<file path="src/rtl/cmrf_pkg.sv">
// shared types and constants for the clap mode rgb fader
package cmrf_pkg;

    localparam int unsigned COLOR_MAX_DEF = 255;

    localparam int unsigned HOLD_W = 16;
    localparam int unsigned STEP_W = 8;
    localparam int unsigned LEVEL_W = 8;
    localparam int unsigned CFG_DATA_W = 16;

    localparam logic [HOLD_W-1:0] HOLD_MS_RESET = 16'd500;
    localparam logic [STEP_W-1:0] STEP_MS_RESET = 8'd10;
    localparam logic [HOLD_W-1:0] QUIET_MAX = 16'hFFFF;
    localparam logic [LEVEL_W-1:0] LEVEL_MAX = 8'hFF;

    typedef enum logic [0:0] {
        REG_HOLD_MS = 1'b0,
        REG_STEP_MS = 1'b1
    } cfg_index_t;

    typedef enum logic [1:0] {
        MODE_OFF    = 2'd0,
        MODE_CYCLE  = 2'd1,
        MODE_FROZEN = 2'd2
    } mode_t;

    typedef enum logic [1:0] {
        PHASE_RED   = 2'd0,
        PHASE_GREEN = 2'd1,
        PHASE_BLUE  = 2'd2
    } phase_t;

    typedef struct packed {
        logic [HOLD_W-1:0] hold_ms;
        logic [STEP_W-1:0] step_ms;
    } cfg_t;

    typedef struct packed {
        logic [LEVEL_W-1:0] red_level;
        logic [LEVEL_W-1:0] green_level;
        logic [LEVEL_W-1:0] blue_level;
        logic [1:0]         lamp_mode;
        logic               clap_seen;
    } result_t;

endpackage

</file>
<file path="src/rtl/cmrf_core.sv">
// clap detector, mode sequencer and color wheel state with per-tick update
module cmrf_core #(
    parameter int unsigned COLOR_MAX = cmrf_pkg::COLOR_MAX_DEF
) (
    input  logic             clk,
    input  logic             rst_n,
    input  logic             step_en,
    input  logic             sound,
    input  cmrf_pkg::cfg_t   cfg,
    output cmrf_pkg::result_t result
);

    localparam int unsigned CW = $clog2(COLOR_MAX + 1);
    localparam logic [CW-1:0] CMAX = CW'(COLOR_MAX);

    logic                           armed_reg, armed_next;
    logic [cmrf_pkg::HOLD_W-1:0]    quiet_reg, quiet_next;
    cmrf_pkg::mode_t                mode_reg, mode_next;
    logic [1:0]                     phase_reg, phase_next;
    logic [CW-1:0]                  units_reg, units_next;
    logic [cmrf_pkg::STEP_W-1:0]    wait_reg, wait_next;
    logic [CW-1:0]                  col_reg [3];
    logic [CW-1:0]                  col_next [3];

    logic                           clap;
    logic [cmrf_pkg::STEP_W-1:0]    period;
    logic [cmrf_pkg::STEP_W-1:0]    wait_inc;
    logic [CW-1:0]                  units_inc;
    logic [1:0]                     ph;
    logic [1:0]                     ph_inc;
    logic [cmrf_pkg::LEVEL_W-1:0]   level [3];

    // clap detection
    always_comb
    begin
        armed_next = armed_reg;
        quiet_next = quiet_reg;
        mode_next  = mode_reg;
        clap       = 1'b0;
        if (sound)
        begin
            quiet_next = '0;
            if (!armed_reg)
            begin
                armed_next = 1'b1;
                clap       = 1'b1;
                case (mode_reg)
                    cmrf_pkg::MODE_OFF:   mode_next = cmrf_pkg::MODE_CYCLE;
                    cmrf_pkg::MODE_CYCLE: mode_next = cmrf_pkg::MODE_FROZEN;
                    default:              mode_next = cmrf_pkg::MODE_OFF;
                endcase
            end
        end
        else
        begin
            if (quiet_reg != cmrf_pkg::QUIET_MAX)
            begin
                quiet_next = quiet_reg + 16'd1;
            end
            if (armed_reg && (quiet_next > cfg.hold_ms))
            begin
                armed_next = 1'b0;
            end
        end
    end

    // color wheel
    always_comb
    begin
        period    = (cfg.step_ms == '0) ? 8'd1 : cfg.step_ms;
        wait_inc  = wait_reg + 8'd1;
        units_inc = units_reg + CW'(1);
        ph        = (phase_reg > cmrf_pkg::PHASE_BLUE) ? cmrf_pkg::PHASE_RED : phase_reg;
        ph_inc    = (ph == cmrf_pkg::PHASE_BLUE) ? cmrf_pkg::PHASE_RED : ph + 2'd1;

        phase_next = phase_reg;
        units_next = units_reg;
        wait_next  = wait_reg;
        for (int i = 0; i < 3; i++)
        begin
            col_next[i] = col_reg[i];
        end

        if (mode_next == cmrf_pkg::MODE_CYCLE)
        begin
            if (clap)
            begin
                col_next[0] = CMAX;
                col_next[1] = '0;
                col_next[2] = '0;
                phase_next  = cmrf_pkg::PHASE_RED;
                units_next  = '0;
                wait_next   = '0;
            end
            else if (wait_inc >= period)
            begin
                wait_next = '0;
                for (int i = 0; i < 3; i++)
                begin
                    if (ph == 2'(i))
                    begin
                        if (col_reg[i] != '0)
                        begin
                            col_next[i] = col_reg[i] - CW'(1);
                        end
                    end
                    else if (ph_inc == 2'(i))
                    begin
                        if (col_reg[i] < CMAX)
                        begin
                            col_next[i] = col_reg[i] + CW'(1);
                        end
                    end
                end
                if (units_inc >= CMAX)
                begin
                    units_next = '0;
                    phase_next = ph_inc;
                end
                else
                begin
                    units_next = units_inc;
                    phase_next = ph;
                end
            end
            else
            begin
                wait_next = wait_inc;
            end
        end
    end

    // result
    always_comb
    begin
        for (int i = 0; i < 3; i++)
        begin
            if (32'(col_next[i]) > 32'(cmrf_pkg::LEVEL_MAX))
            begin
                level[i] = cmrf_pkg::LEVEL_MAX;
            end
            else
            begin
                level[i] = cmrf_pkg::LEVEL_W'(col_next[i]);
            end
        end
        if (mode_next == cmrf_pkg::MODE_CYCLE || mode_next == cmrf_pkg::MODE_FROZEN)
        begin
            result.red_level   = level[0];
            result.green_level = level[1];
            result.blue_level  = level[2];
        end
        else
        begin
            result.red_level   = '0;
            result.green_level = '0;
            result.blue_level  = '0;
        end
        result.lamp_mode = mode_next;
        result.clap_seen = clap;
    end

    always_ff @(posedge clk or negedge rst_n)
    begin
        if (!rst_n)
        begin
            armed_reg <= 1'b0;
            quiet_reg <= '0;
            mode_reg  <= cmrf_pkg::MODE_OFF;
            phase_reg <= cmrf_pkg::PHASE_RED;
            units_reg <= '0;
            wait_reg  <= '0;
            for (int i = 0; i < 3; i++)
            begin
                col_reg[i] <= '0;
            end
        end
        else if (step_en)
        begin
            armed_reg <= armed_next;
            quiet_reg <= quiet_next;
            mode_reg  <= mode_next;
            phase_reg <= phase_next;
            units_reg <= units_next;
            wait_reg  <= wait_next;
            for (int i = 0; i < 3; i++)
            begin
                col_reg[i] <= col_next[i];
            end
        end
    end

endmodule

</file>
<file path="src/rtl/clap_mode_rgb_fader.sv">
// top level of the clap mode rgb fader: handshake, config registers, result register
//
// channel  dir  handshake                      payload
// in       in   in_valid / in_stall            sound_present
// out      out  out_valid / out_stall          red_level green_level blue_level
//                                              lamp_mode clap_seen
// cfg      in   cfg_write                      cfg_index cfg_data
//
// one transaction per cycle sustained while out_stall is low; path: input register, then result register
// the whole tick update sits between the input register and the result register
// reset: hold_ms 500, step_ms 10, detector disarmed, lamp off, color black
// out_stall holds the result register; in_stall rises in the same cycle when both are full
module clap_mode_rgb_fader #(
    parameter int unsigned COLOR_MAX = cmrf_pkg::COLOR_MAX_DEF
) (
    input  logic                              clk,
    input  logic                              rst_n,
    input  logic                              in_valid,
    output logic                              in_stall,
    input  logic                              sound_present,
    output logic                              out_valid,
    input  logic                              out_stall,
    output logic [cmrf_pkg::LEVEL_W-1:0]      red_level,
    output logic [cmrf_pkg::LEVEL_W-1:0]      green_level,
    output logic [cmrf_pkg::LEVEL_W-1:0]      blue_level,
    output logic [1:0]                        lamp_mode,
    output logic                              clap_seen,
    input  logic                              cfg_write,
    input  logic                              cfg_index,
    input  logic [cmrf_pkg::CFG_DATA_W-1:0]   cfg_data
);

    cmrf_pkg::cfg_t     cfg_reg, cfg_next;
    logic               in_vld_reg, in_vld_next;
    logic               sound_reg;
    logic               out_vld_reg, out_vld_next;
    cmrf_pkg::result_t  result_reg;
    cmrf_pkg::result_t  core_result;
    logic               advance;
    logic               in_accept;

    assign advance   = in_vld_reg && (!out_vld_reg || !out_stall);
    assign in_stall  = in_vld_reg && !advance;
    assign in_accept = in_valid && !in_stall;

    always_comb
    begin
        cfg_next = cfg_reg;
        if (cfg_write)
        begin
            case (cmrf_pkg::cfg_index_t'(cfg_index))
                cmrf_pkg::REG_HOLD_MS: cfg_next.hold_ms = cfg_data;
                cmrf_pkg::REG_STEP_MS: cfg_next.step_ms = cfg_data[cmrf_pkg::STEP_W-1:0];
                default:               cfg_next = cfg_reg;
            endcase
        end
    end

    always_comb
    begin
        in_vld_next = in_vld_reg;
        if (in_accept)
        begin
            in_vld_next = 1'b1;
        end
        else if (advance)
        begin
            in_vld_next = 1'b0;
        end

        out_vld_next = out_vld_reg;
        if (advance)
        begin
            out_vld_next = 1'b1;
        end
        else if (!out_stall)
        begin
            out_vld_next = 1'b0;
        end
    end

    always_ff @(posedge clk or negedge rst_n)
    begin
        if (!rst_n)
        begin
            cfg_reg.hold_ms <= cmrf_pkg::HOLD_MS_RESET;
            cfg_reg.step_ms <= cmrf_pkg::STEP_MS_RESET;
            in_vld_reg      <= 1'b0;
            out_vld_reg     <= 1'b0;
        end
        else
        begin
            cfg_reg     <= cfg_next;
            in_vld_reg  <= in_vld_next;
            out_vld_reg <= out_vld_next;
        end
    end

    always_ff @(posedge clk)
    begin
        if (in_accept)
        begin
            sound_reg <= sound_present;
        end
        if (advance)
        begin
            result_reg <= core_result;
        end
    end

    cmrf_core #(
        .COLOR_MAX (COLOR_MAX)
    ) u_core (
        .clk     (clk),
        .rst_n   (rst_n),
        .step_en (advance),
        .sound   (sound_reg),
        .cfg     (cfg_reg),
        .result  (core_result)
    );

    assign out_valid   = out_vld_reg;
    assign red_level   = result_reg.red_level;
    assign green_level = result_reg.green_level;
    assign blue_level  = result_reg.blue_level;
    assign lamp_mode   = result_reg.lamp_mode;
    assign clap_seen   = result_reg.clap_seen;

    // lamp off shows black
    a_off_black: assert property (@(posedge clk) disable iff (!rst_n)
        out_valid && (lamp_mode == cmrf_pkg::MODE_OFF) |->
            (red_level == '0) && (green_level == '0) && (blue_level == '0))
        else $error("lamp off with nonzero color");

    // entering cycling restarts at full red
    a_cycle_start: assert property (@(posedge clk) disable iff (!rst_n)
        out_valid && clap_seen && (lamp_mode == cmrf_pkg::MODE_CYCLE) |->
            (red_level != '0) && (green_level == '0) && (blue_level == '0))
        else $error("cycling did not restart at red");

    // a tick that leaves the input register lands in the result register
    a_advance_out: assert property (@(posedge clk) disable iff (!rst_n)
        advance |=> out_valid)
        else $error("transaction lost between stages");

    // input stalls only while the input register is held
    a_stall_cause: assert property (@(posedge clk) disable iff (!rst_n)
        in_stall |-> in_vld_reg && out_vld_reg && out_stall)
        else $error("input stalled without a full pipeline");

endmodule
</file>
<file path="config.mk">
export PLATFORM = sky130hd
export DESIGN_NAME = clap_mode_rgb_fader
export DESIGN_NICKNAME = d
export VERILOG_FILES = /design/src/rtl/cmrf_pkg.sv /design/src/rtl/cmrf_core.sv /design/src/rtl/clap_mode_rgb_fader.sv
export SDC_FILE = /design/constraint.sdc
export NUM_CORES = 1
export LEC_CHECK = 0
export BUFFER_PORTS_ARGS = -buffer_cell sky130_fd_sc_hd__buf_2
export CAP_MARGIN = 20
export CORE_MARGIN = 5
export CORE_UTILIZATION = 65
export CTS_CLUSTER_DIAMETER = 40
export DETAILED_ROUTE_END_ITERATION = 6
export PLACE_DENSITY = 0.83
export SKIP_CTS_REPAIR_TIMING = 1
export SLEW_MARGIN = 10
export SYNTH_ARGS = -nofsm -noshare
export SYNTH_HDL_FRONTEND = slang
export SYNTH_SLANG_ARGS = --single-unit
export TNS_END_PERCENT = 1
</file>
<file path="constraint.sdc">
create_clock -name clk -period 4.9 [get_ports clk]
set_clock_uncertainty 0.15 [all_clocks]
set_input_delay 0.245 -clock clk [delete_from_list [all_inputs] [get_ports clk]]
set_output_delay 0.245 -clock clk [all_outputs]
set_load 0.005 [all_outputs]
</file>
==> results of run 1 <==
## metrics by stage
step / hold WS [ns] / util (%)
2_1_floorplan: -0.201 / -
3_3_place_gp: 0.121 / 69.2
3_5_place_dp: 0.129 / 69.2
4_1_cts: -0.312 / 74.4
5_1_grt: 0.0504 / 76.1
6_report: 0.00202 / 76.1
## per-layer routing
metal	wire length, µm	part of all wire (%)	vias to the layer above	global-route usage, %
met4	543	2.6	0	10.9
met2	10700	50	433	51.1
li1	-	-	3261	-
met5	0	0	-	0
met3	1860	8.8	69	6.44
met1	8150	38	3389	37.2
## Yosys cell counts, drive strengths merged (9+ instances only)
master,count
nand2,86
dfrtp,79
o21ai,76
nor2,57
inv,46
a21oi,43
clkbuf,42
ha,42
nand3,38
edfxtp,28
nor3,21
a31oi,18
xnor2,16
nand4,14
or3,14
mux2,13
mux2i,13
a21o,12
and3,10
buf,10
o22ai,10
o31ai,10
a22o,9
## worst min-delay path, delay by kind of cell
family / cells / cell delay, ns
simple gates: 2 / 0.13
compound gates: 1 / 0.07
buf+inv: 1 / 0.09
## power by group
group / internal [mW] / switching (mW) / leakage, nW / total [mW]
Sequential: 1.18 / 0.230 / 1.37 / 1.41
Clock: 0.787 / 0.422 / 0.291 / 1.21
Combinational: 0.506 / 0.814 / 2.03 / 1.32
## cell families (layout without fill, tap and decap cells)
family	Yosys count	count (layout)	synth area share (%)
AND/OR/NAND/NOR	290	290	19.1
AO/OA/AOI/OAI	256	256	22.8
flip-flops	115	115	39.9
buffers and inverters	99	162	5.11
adder cells (fa/ha/maj)	42	42	6.92
multiplexers	26	26	3.64
XOR/XNOR	22	22	2.54
## worst min path at each step
stage | cells after the start | to | slack (ns)
finish | 4 | cfg_reg[10] | 0.002
global route | 4 | cfg_reg[10] | 0.05
detailed placement | 1 | u_core.col_reg[15] | 0.13
global placement | 1 | u_core.col_reg[15] | 0.12
floorplan | 0 | cfg_reg[0] | -0.20
CTS | 1 | u_core.col_reg[2] | -0.31
## area by class of cell
class | instances | share of cell area, %
flip-flops and latches | 115 | 34.8
repair buffers | 83 | 6.30
clock inverters | 2 | 0.115
multi-input cells | 636 | 48.0
clock buffers | 30 | 6.63
well taps | 143 | 2.06
inverters | 47 | 2.03
==> results by group, run 1 <==
Placed design
  – Port bufs: 51
  – Dpl cell area: around 7900 µm²
  – DPL Wire Length: between 10 and 15 mm
  – Gpl congestion: just over 1
  – Placed cells: 1,004
  – Pre-CTS setup slack: around 1.1 ns

Yosys
  – Number of synthesized flops with an enable pin: 28
  – Synthesized area per cell: a little under 9 µm²
  – Synth top area cells: dfrtp_1 (26%), edfxtp_1 (11%), ha_1 (6.9%)
  – Mapped Nets: around 920
  – Top_reg_cell synth: dfrtp_1
  – Async SR Flop Fraction: 75.7%
  – Flops & latches, synth: 115
  – Synth area leader: dfrtp_1
  – YS warnings: 0
  – Post-synthesis sequential area ratio: between 30% and 40%
  – Yosys cell types: 79
  – Syn Std Cell Area: roughly 7600 µm²
  – Syn Inst Count: 850
  – Post-synth top area share: a little over a quarter

Status
  – Status: complete, no violations

Setup path
  – Worst setup path end: red_level[3]
  – Cell family with most CP delay: compound AO/OA/AOI/OAI gates
  – CP Launch Type: flip-flop
  – CP Buf/Inv Count: 2
  – Critical path's largest stage delay: ~0.47 ns
  – Critical R2R Capture: red_level[3]
  – Critical Path End Type: flip-flop
  – R2R Setup Slk: about 0.90 ns
  – Crit path max-delay cell type: a2111oi_0
  – Crit path kind: flip-flop to flip-flop
  – CP Data Required Time: roughly 4.9 ns
  – CP startpoint: u_core.wait_reg[0]
  – CP Cell Sequence: ha_1, nand3_1, nor2_1, xor2_1, ha_1, a21o_1, a211o_1, o21bai_1, buf_4, nand2_1, buf_4, nor3_1, a2111oi_0
  – Logic depth of the worst path, buffers included: 13
  – Reg-to-Reg Start: u_core.wait_reg[0]
  – Worst-path fanout max: 16
  – CP Data Arrival Time: approximately 4 ns
  – Reg2Reg Depth: 13

Routing
  – Post-Route WL: approximately 21 mm
  – 1st-pass router iterations: 6
  – Antenna viol nets, final: 0
  – WL per Instance: approximately 20 µm
  – 1st-iter DRT viols: slightly below 900
  – Via count: 7,152
  – Via density: 6.77
  – DRC: 0

STA
  – Final min period: around 4 ns
  – Setup_tns: 0 ns
  – Measured slew at the worst slew-check pin: 0.949 ns
  – Final period util: between 80% and 90%
  – # setup viols final: 0
  – Max Slew Vio Count: 0
  – RSZ-0062 raised after global routing: no
  – Slew HR: 36.5%
  – Final hold vios: 0
  – Max Freq: between 200 and 250 MHz
  – Final setup margin: between 0.8 and 0.9 ns

Worst hold path
  – Hold Path Origin: cfg_index
  – HP Class: input port to flip-flop

Global route
  – Antenna violations before repair: 0
  – GRT overflow: 0
  – Vias in the first global route: 6,860
  – First-pass GRT wire length: around 34 mm
  – All-Layer GR Usage: around 30%
  – Largest net degree at the start of global routing: 47

Finish
  – FF+latch area: approximately 3000 µm²
  – Design Area, Final: 8690 µm²
  – Finished Layout Cells: approximately 1,100
  – Fillers: 769
  – Multi-input logic area: between 4000 and 5000 µm²
  – Layout cell share with drive strength beyond 1: between 10% and 20%
  – Commonest non-fill, non-tap cell in the layout: nand2_1
  – Final net count: roughly 970
  – Commonest cells after routing, fill and taps aside: nand2_1 (86), dfrtp_1 (79), o21ai_0 (76)
  – ANT cells: 0
  – Layout area overhead: 14.5%

Clock network
  – CTS buffer count: 17
  – Worst skew pair latency: 0.42 ns
  – Clock sinks: approximately 120
  – Clock slew at reported path FFs: around 0.05 ns
  – CTS tree: yes
  – Root buffer cell: clkbuf_16
  – H-Tree Depth: 4
  – Clk buf depth: 2

Floorplan
  – Die Y: 118 µm
  – # rows: 39
  – Total core area: ~11,000 µm²
  – Die area: about 14,000 µm²
  – Initial cell density of the core: 66.5%
  – Die X: ~120 µm
  – I/O pin count: 52

Run
  – Max-cap violations: 0

Power and ir drop
  – Max VDD drop: between 0.3 and 0.4 mV
  – Leak Pwr: ~3.7 nW
  – Power, Total: ~4 mW
  – Power Density: roughly 450 nW/µm²
Note: power is estimated with default switching activity, not from simulation.
==> run 2, diff against run 1 <==
--- a/config.mk
+++ b/config.mk
@@ -8,10 +8,10 @@
 export BUFFER_PORTS_ARGS = -buffer_cell sky130_fd_sc_hd__buf_2
 export CAP_MARGIN = 20
 export CORE_MARGIN = 5
-export CORE_UTILIZATION = 65
+export CORE_UTILIZATION = 62
 export CTS_CLUSTER_DIAMETER = 40
 export DETAILED_ROUTE_END_ITERATION = 6
-export PLACE_DENSITY = 0.83
+export PLACE_DENSITY = 0.79
 export SKIP_CTS_REPAIR_TIMING = 1
 export SLEW_MARGIN = 10
 export SYNTH_ARGS = -nofsm -noshare
==> constraint.sdc (replaced) <==
create_clock -name clk -period 4 [get_ports clk]
set_clock_uncertainty 0.15 [all_clocks]
set_input_delay 0.2 -clock clk [delete_from_list [all_inputs] [get_ports clk]]
set_output_delay 0.2 -clock clk [all_outputs]
set_load 0.005 [all_outputs]
==> run 2 against run 1 <==
- worst hold slack gained 0.091 ns
- clock power increased by 28%
- global-route usage fell by 0.90 points
- final area rose by 1.4%
- combinational power rose by 25%
- worst setup slack got worse by 0.60 ns
- critical endpoint is now u_core.col_reg[5]
- largest cell class unchanged
==> results by group, run 2 (synthesis results as in run 1) <==
Status
  – Status: complete, no violations

Finish
  – Layout cell share with drive strength beyond 1: 14.9% (+1.2 points)
  – ANT cells: 0 (unchanged)
  – Finished Layout Cells: 1,071 (+1.4%)
  – Fillers: 856 (+11%)
  – Commonest cells after routing, fill and taps aside: nand2_1 (86), dfrtp_1 (79), o21ai_0 (76)
  – Commonest non-fill, non-tap cell in the layout: nand2_1
  – Layout area overhead: 16.1%
  – Final net count: 976 (+1.1%)

STA
  – Final setup margin: 0.302 ns (-0.596 ns)
  – Max Freq: 270 MHz (+8.2%)
  – Final period util: 92.4% (+11 points)
  – Measured slew at the worst slew-check pin: 0.868 ns (-0.0805 ns)
  – # setup viols final: 0 (unchanged)
  – Setup_tns: 0 ns (unchanged)
  – Slew HR: 42.0% (+5.5 points)
  – Max Slew Vio Count: 0 (unchanged)
  – Final min period: 3.70 ns (-0.304 ns)
  – Final hold vios: 0 (unchanged)
  – RSZ-0062 raised after global routing: no

Setup path
  – CP Data Arrival Time: 3.87 ns (-0.13 ns)
  – Reg2Reg Depth: 11 (-2)
  – CP Data Required Time: 4.18 ns (-0.72 ns)
  – Worst-path fanout max: 14 (-2)
  – Reg-to-Reg Start: u_core.armed_reg
  – Critical Path End Type: flip-flop
  – Critical R2R Capture: u_core.col_reg[5]
  – Crit path kind: flip-flop to flip-flop
  – CP Launch Type: flip-flop
  – R2R Setup Slk: 0.30 ns (-0.60 ns)

Clock network
  – H-Tree Depth: 4 (unchanged)
  – CTS buffer count: 17 (unchanged)
  – Clock sinks: 115 (unchanged)
  – Worst skew pair latency: 0.42 ns (about the same)
  – Clk buf depth: 2 (unchanged)
  – Clock slew at reported path FFs: 0.05 ns (about the same)
  – Root buffer cell: clkbuf_16
  – CTS tree: yes

Power and ir drop
  – Max VDD drop: 0.410 mV (+13%)
  – Power Density: 558 nW/µm² (+23%)
  – Leak Pwr: 3.77 nW (+1.9%)
  – Power, Total: 4.91 mW (+25%)

Routing
  – Via density: 6.65 (-1.7%)
  – Via count: 7,127 (-0.35%)
  – DRC: 0 (unchanged)
  – Post-Route WL: 21.2 mm (about the same)
  – Antenna viol nets, final: 0 (unchanged)
  – 1st-pass router iterations: 7 (+1)
  – WL per Instance: 19.8 µm (-1.5%)
  – 1st-iter DRT viols: 819 (-7.5%)

Floorplan
  – Die area: 14,600 µm² (+4.4%)
  – I/O pin count: 52 (unchanged)
  – Die Y: 121 µm (+2.2%)
  – Initial cell density of the core: 63.2% (-3.3 points)
  – # rows: 40 (+2.6%)
  – Die X: 121 µm (+2.2%)
  – Total core area: 12,000 µm² (+5.2%)

Global route
  – Largest net degree at the start of global routing: 61 (+30%)
  – All-Layer GR Usage: 29.0% (-0.90 points)
  – Antenna violations before repair: 0 (unchanged)
  – GRT overflow: 0 (unchanged)
  – Vias in the first global route: 6,718 (-2.1%)
  – First-pass GRT wire length: 33.5 mm (-2.5%)

Worst hold path
  – Hold path cells: 4 (unchanged)
  – Hold endpoint: cfg_reg[16]
  – Hold Path Origin: cfg_index
  – HP Class: input port to flip-flop

Placed design
  – Placed cells: 1,017 (+1.3%)
  – Gpl congestion: 0.938 (-7.3%)
  – Port bufs: 51 (unchanged)
  – Pre-CTS setup slack: 0.276 ns (-0.775 ns)
  – DPL Wire Length: 14.7 mm (+1.9%)

Run
  – Max-cap violations: 0 (unchanged)
## run 2: cell types whose count changed in the layout (fill, tap and decap cells not counted)
cell	previous run	this run
bufinv_16	0	1
buf_4	13	22
inv_4	0	2
buf_6	0	1
clkbuf_1	5	2
dlygate4sd3_1	20	21
clkbuf_8	6	3
clkinv_2	2	4
clkbuf_16	19	20
## run 2: routing by layer
| metal | share of wire (%) | track usage (%) | vias to the layer above |
|---|---|---|---|
| met5 | 0 | 0 | - |
| met4 | 3.7 | 12.7 | 0 |
| met3 | 6.4 | 6.64 | 67 |
| met2 | 49 | 48.0 | 326 |
| met1 | 41 | 36.5 | 3445 |
| li1 | - | - | 3289 |
## run 2: layout make-up
cell class	instances	area, µm²	area share, %
multi-input combinational	636	4180	47.4
sequential	115	3030	34.4
inverter	47	176	2.00
tap	147	184	2.09
timing repair buffer	94	637	7.23
clock buffer	25	549	6.23
clock inverter	7	62.6	0.710
## run 2: where the power goes
group          switching, mW  internal (mW)
clock                  0.541           1.01
sequential             0.271           1.44
combinational          0.987          0.660
total                   1.80           3.12
## run 2: worst max-delay path, cell delays in order (launching register included)
cell	delay, ns
dfrtp_1	0.41
nand2b_1	0.35
nor3_1	0.23
a21o_1	0.21
ha_1	0.54
inv_1	0.38
nor2_1	0.22
nand2_1	0.33
nor3_1	0.35
buf_4	0.20
a21oi_1	0.06
a31oi_1	0.18
## run 2: worst max path at each step
stage	startpoint	to	slack, ns	depth (start not counted)
after detailed placement	u_core.wait_reg[0]	red_level[3]	0.28	11
after global routing	u_core.quiet_reg[0]	u_core.armed_reg	0.16	13
final	u_core.armed_reg	u_core.col_reg[5]	0.30	11
after global placement	u_core.wait_reg[0]	red_level[2]	0.44	11
after CTS	u_core.wait_reg[0]	red_level[3]	0.27	11
after floorplan	u_core.quiet_reg[3]	u_core.armed_reg	0.83	13
## run 2: per-stage QoR
stage,instance area (µm²),util [%],hold WS (ns)
floorplan,7590,-,-0.246
global placement,7980,66.4,0.195
detailed placement,7980,66.4,0.207
CTS,8590,71.5,-0.227
global route,8810,73.4,0.138
finish,8810,73.4,0.0929
==> run 3, diff against run 2 <==
--- a/config.mk
+++ b/config.mk
@@ -5,12 +5,12 @@
 export SDC_FILE = /design/constraint.sdc
 export NUM_CORES = 1
 export LEC_CHECK = 0
-export BUFFER_PORTS_ARGS = -buffer_cell sky130_fd_sc_hd__buf_2
 export CAP_MARGIN = 20
 export CORE_MARGIN = 5
-export CORE_UTILIZATION = 62
+export CORE_UTILIZATION = 65
 export CTS_CLUSTER_DIAMETER = 40
 export DETAILED_ROUTE_END_ITERATION = 6
+export DONT_BUFFER_PORTS = 1
 export PLACE_DENSITY = 0.79
 export SKIP_CTS_REPAIR_TIMING = 1
 export SLEW_MARGIN = 10
==> run 3 against run 2 <==
- register-to-register slack worse by 0.02 ns
- global-route usage up 0.71 points
- flip-flop and latch count unchanged
- non-clock buffer count down 44
- sequential power about the same
- critical endpoint is now red_level[3]
- largest cell class unchanged
- highest routed layer unchanged
==> results by group, run 3 (synthesis results as in run 1) <==
Power and ir drop
  – Clock share of power: 30.3% (-1.3 points)
  – Leak Pwr: 3.57 nW (-5.3%)
  – Combinational share of power: 34.2% (+0.7 points)
  – Power Density: 570 nW/µm² (+2.3%)
  – Cell internal pwr: 2.96 mW (-5.0%)
  – Sw Pwr: 1.93 mW (+7.4%)
  – Switching Fraction: 39.5% (+2.9 points)
  – Reg power frac: 35.5% (+0.6 points)
  – Max VDD drop: 0.520 mV (+27%)

Clock network
  – Clk buf depth: 2 (unchanged)
  – H-Tree Depth: 4 (unchanged)
  – CTS tree: yes
  – Clock slew at reported path FFs: 0.06 ns (about the same)
  – Root buffer cell: clkbuf_16
  – Clock sinks: 115 (unchanged)
  – Worst skew pair latency: 0.43 ns (about the same)
  – CTS buffer count: 17 (unchanged)

Placed design
  – Placed cells: 969 (-4.7%)
  – DPL Wire Length: 14.5 mm (-1.3%)
  – Port bufs: 0 (-100%)
  – Pre-CTS setup slack: 0.317 ns (+0.0409 ns)
  – Gpl congestion: 0.902 (-3.9%)

Floorplan
  – Die Y: 118 µm (-2.1%)
  – Initial cell density of the core: 66.5% (+3.3 points)
  – # rows: 39 (-2.5%)
  – Die area: 13,900 µm² (-4.2%)
  – I/O pin count: 52 (unchanged)
  – Die X: 118 µm (-2.1%)
  – Total core area: 11,400 µm² (-4.9%)

STA
  – Hold slack: 0.0261 ns (-0.0668 ns)
  – Measured slew at the worst slew-check pin: 1.01 ns (+0.137 ns)
  – # setup viols final: 0 (unchanged)
  – Slew HR: 32.7% (-9.3 points)
  – Max Slew Vio Count: 0 (unchanged)
  – RSZ-0062 raised after global routing: no
  – Final min period: 3.72 ns (+0.0249 ns)
  – Final period util: 93.1% (+0.62 points)
  – Max Freq: 269 MHz (-0.67%)
  – Final setup margin: 0.278 ns (-0.0249 ns)
  – Setup_tns: 0 ns (unchanged)
  – Final hold vios: 0 (unchanged)

Routing
  – 1st-iter DRT viols: 857 (+4.6%)
  – DRC: 0 (unchanged)
  – Antenna viol nets, final: 0 (unchanged)
  – 1st-pass router iterations: 7 (unchanged)
  – Via count: 7,051 (-1.1%)
  – Post-Route WL: 21.9 mm (+3.1%)
  – WL per Instance: 21.4 µm (+8.0%)
  – Via density: 6.89 (+3.6%)

Setup path
  – CP startpoint: u_core.wait_reg[0]
  – CP Data Required Time: 4.04 ns (-0.14 ns)
  – CP Cell Sequence: ha_1, nand3_1, nor2_1, xor2_1, ha_1, a21o_1, a211o_1, o21ba_2, nor2_1, nand2_1, a2111oi_0
  – CP Data Arrival Time: 3.77 ns (-0.10 ns)
  – Reg2Reg Depth: 11 (unchanged)
  – Critical Path End Type: flip-flop
  – Crit path kind: flip-flop to flip-flop
  – Worst-path fanout max: 11 (-3)
  – Logic depth of the worst path, buffers included: 11 (unchanged)
  – Reg-to-Reg Start: u_core.wait_reg[0]
  – CP Launch Type: flip-flop
  – CP Buf/Inv Count: 0 (-2)
  – Crit path max-delay cell type: nor2_1
  – Cell family with most CP delay: simple AND/OR/NAND/NOR gates
  – Worst setup path end: red_level[3]
  – Critical path's largest stage delay: 0.78 ns (+0.24 ns)
  – R2R Setup Slk: 0.28 ns (-0.02 ns)
  – Critical R2R Capture: red_level[3]

Global route
  – Antenna violations before repair: 0 (unchanged)
  – Largest net degree at the start of global routing: 88 (+44%)
  – GRT overflow: 0 (unchanged)
  – First-pass GRT wire length: 33.7 mm (+0.74%)
  – Vias in the first global route: 6,593 (-1.9%)
  – All-Layer GR Usage: 29.7% (+0.71 points)

Finish
  – Commonest non-fill, non-tap cell in the layout: nand2_1
  – Layout area overhead: 13.0%
  – Final net count: 932 (-4.5%)
  – ANT cells: 0 (unchanged)
  – Commonest cells after routing, fill and taps aside: nand2_1 (86), dfrtp_1 (79), o21ai_0 (76)
  – Finished Layout Cells: 1,023 (-4.5%)
  – Layout cell share with drive strength beyond 1: 10.9% (-4.0 points)

Worst hold path
  – HP Class: input port to flip-flop

Run
  – Max-cap violations: 0 (unchanged)

Status
  – Status: complete, no violations
[run 3: changes by cell type in the layout (fill, tap and decap cells not counted), sizes merged]
cell	before	now
clkinvlp	0	1
buf	73	29
clkbuf	25	17
inv	48	55
[run 3: how the worst min path moves through the flow]
stage	startpoint	end	slack, ns	depth (start not counted)
final	cfg_index	cfg_reg[14]	0.03	4
after global routing	cfg_index	cfg_reg[14]	0.06	4
after detailed placement	rst_n	u_core.col_reg[14]	-0.24	0
after floorplan	rst_n	cfg_reg[0]	-0.25	0
after global placement	rst_n	u_core.col_reg[14]	-0.24	0
after CTS	rst_n	u_core.units_reg[4]	-0.69	0
[run 3: tightest hold or removal path: cells and delay by family]
family | cells | cell delay (ns)
AOI/OAI and AO/OA | 1 | 0.07
buffers and inverters | 1 | 0.21
and+or+nand+nor | 2 | 0.11
[run 3: layout make-up]
class,count,area [µm²]
Multi-Input combinational cell,636,4180
Sequential cell,115,3030
Fill cell,793,2840
Timing Repair Buffer,50,448
Clock buffer,17,425
Tap cell,143,179
Inverter,47,176
Clock inverter,15,146
[run 3: stage by stage]
stage	util, %	power, mW	area (µm²)
finish	75.1	4.89	8580
global placement	68.0	3.24	7770
floorplan	-	2.79	7590
global route	75.1	5.15	8580
detailed placement	68.0	3.30	7770
CTS	73.0	4.79	8340
[run 3: layer usage]
metal | global-route usage, % | wire length [µm] | up-vias
li1 | - | - | 3204
met1 | 36.3 | 8410 | 3390
met2 | 49.5 | 11000 | 374
met3 | 7.30 | 1570 | 83
met4 | 13.8 | 830 | 0
met5 | 0 | 0 | -
[run 3: power groups by stage]
stage / combinational (mW) / clock, mW / sequential, mW
6_report: 1.67 / 1.48 / 1.74
5_1_grt: 1.83 / 1.55 / 1.77
4_1_cts: 1.58 / 1.48 / 1.73
3_5_place_dp: 1.56 / 0 / 1.75
3_3_place_gp: 1.50 / 0 / 1.73
2_1_floorplan: 1.20 / 0 / 1.59
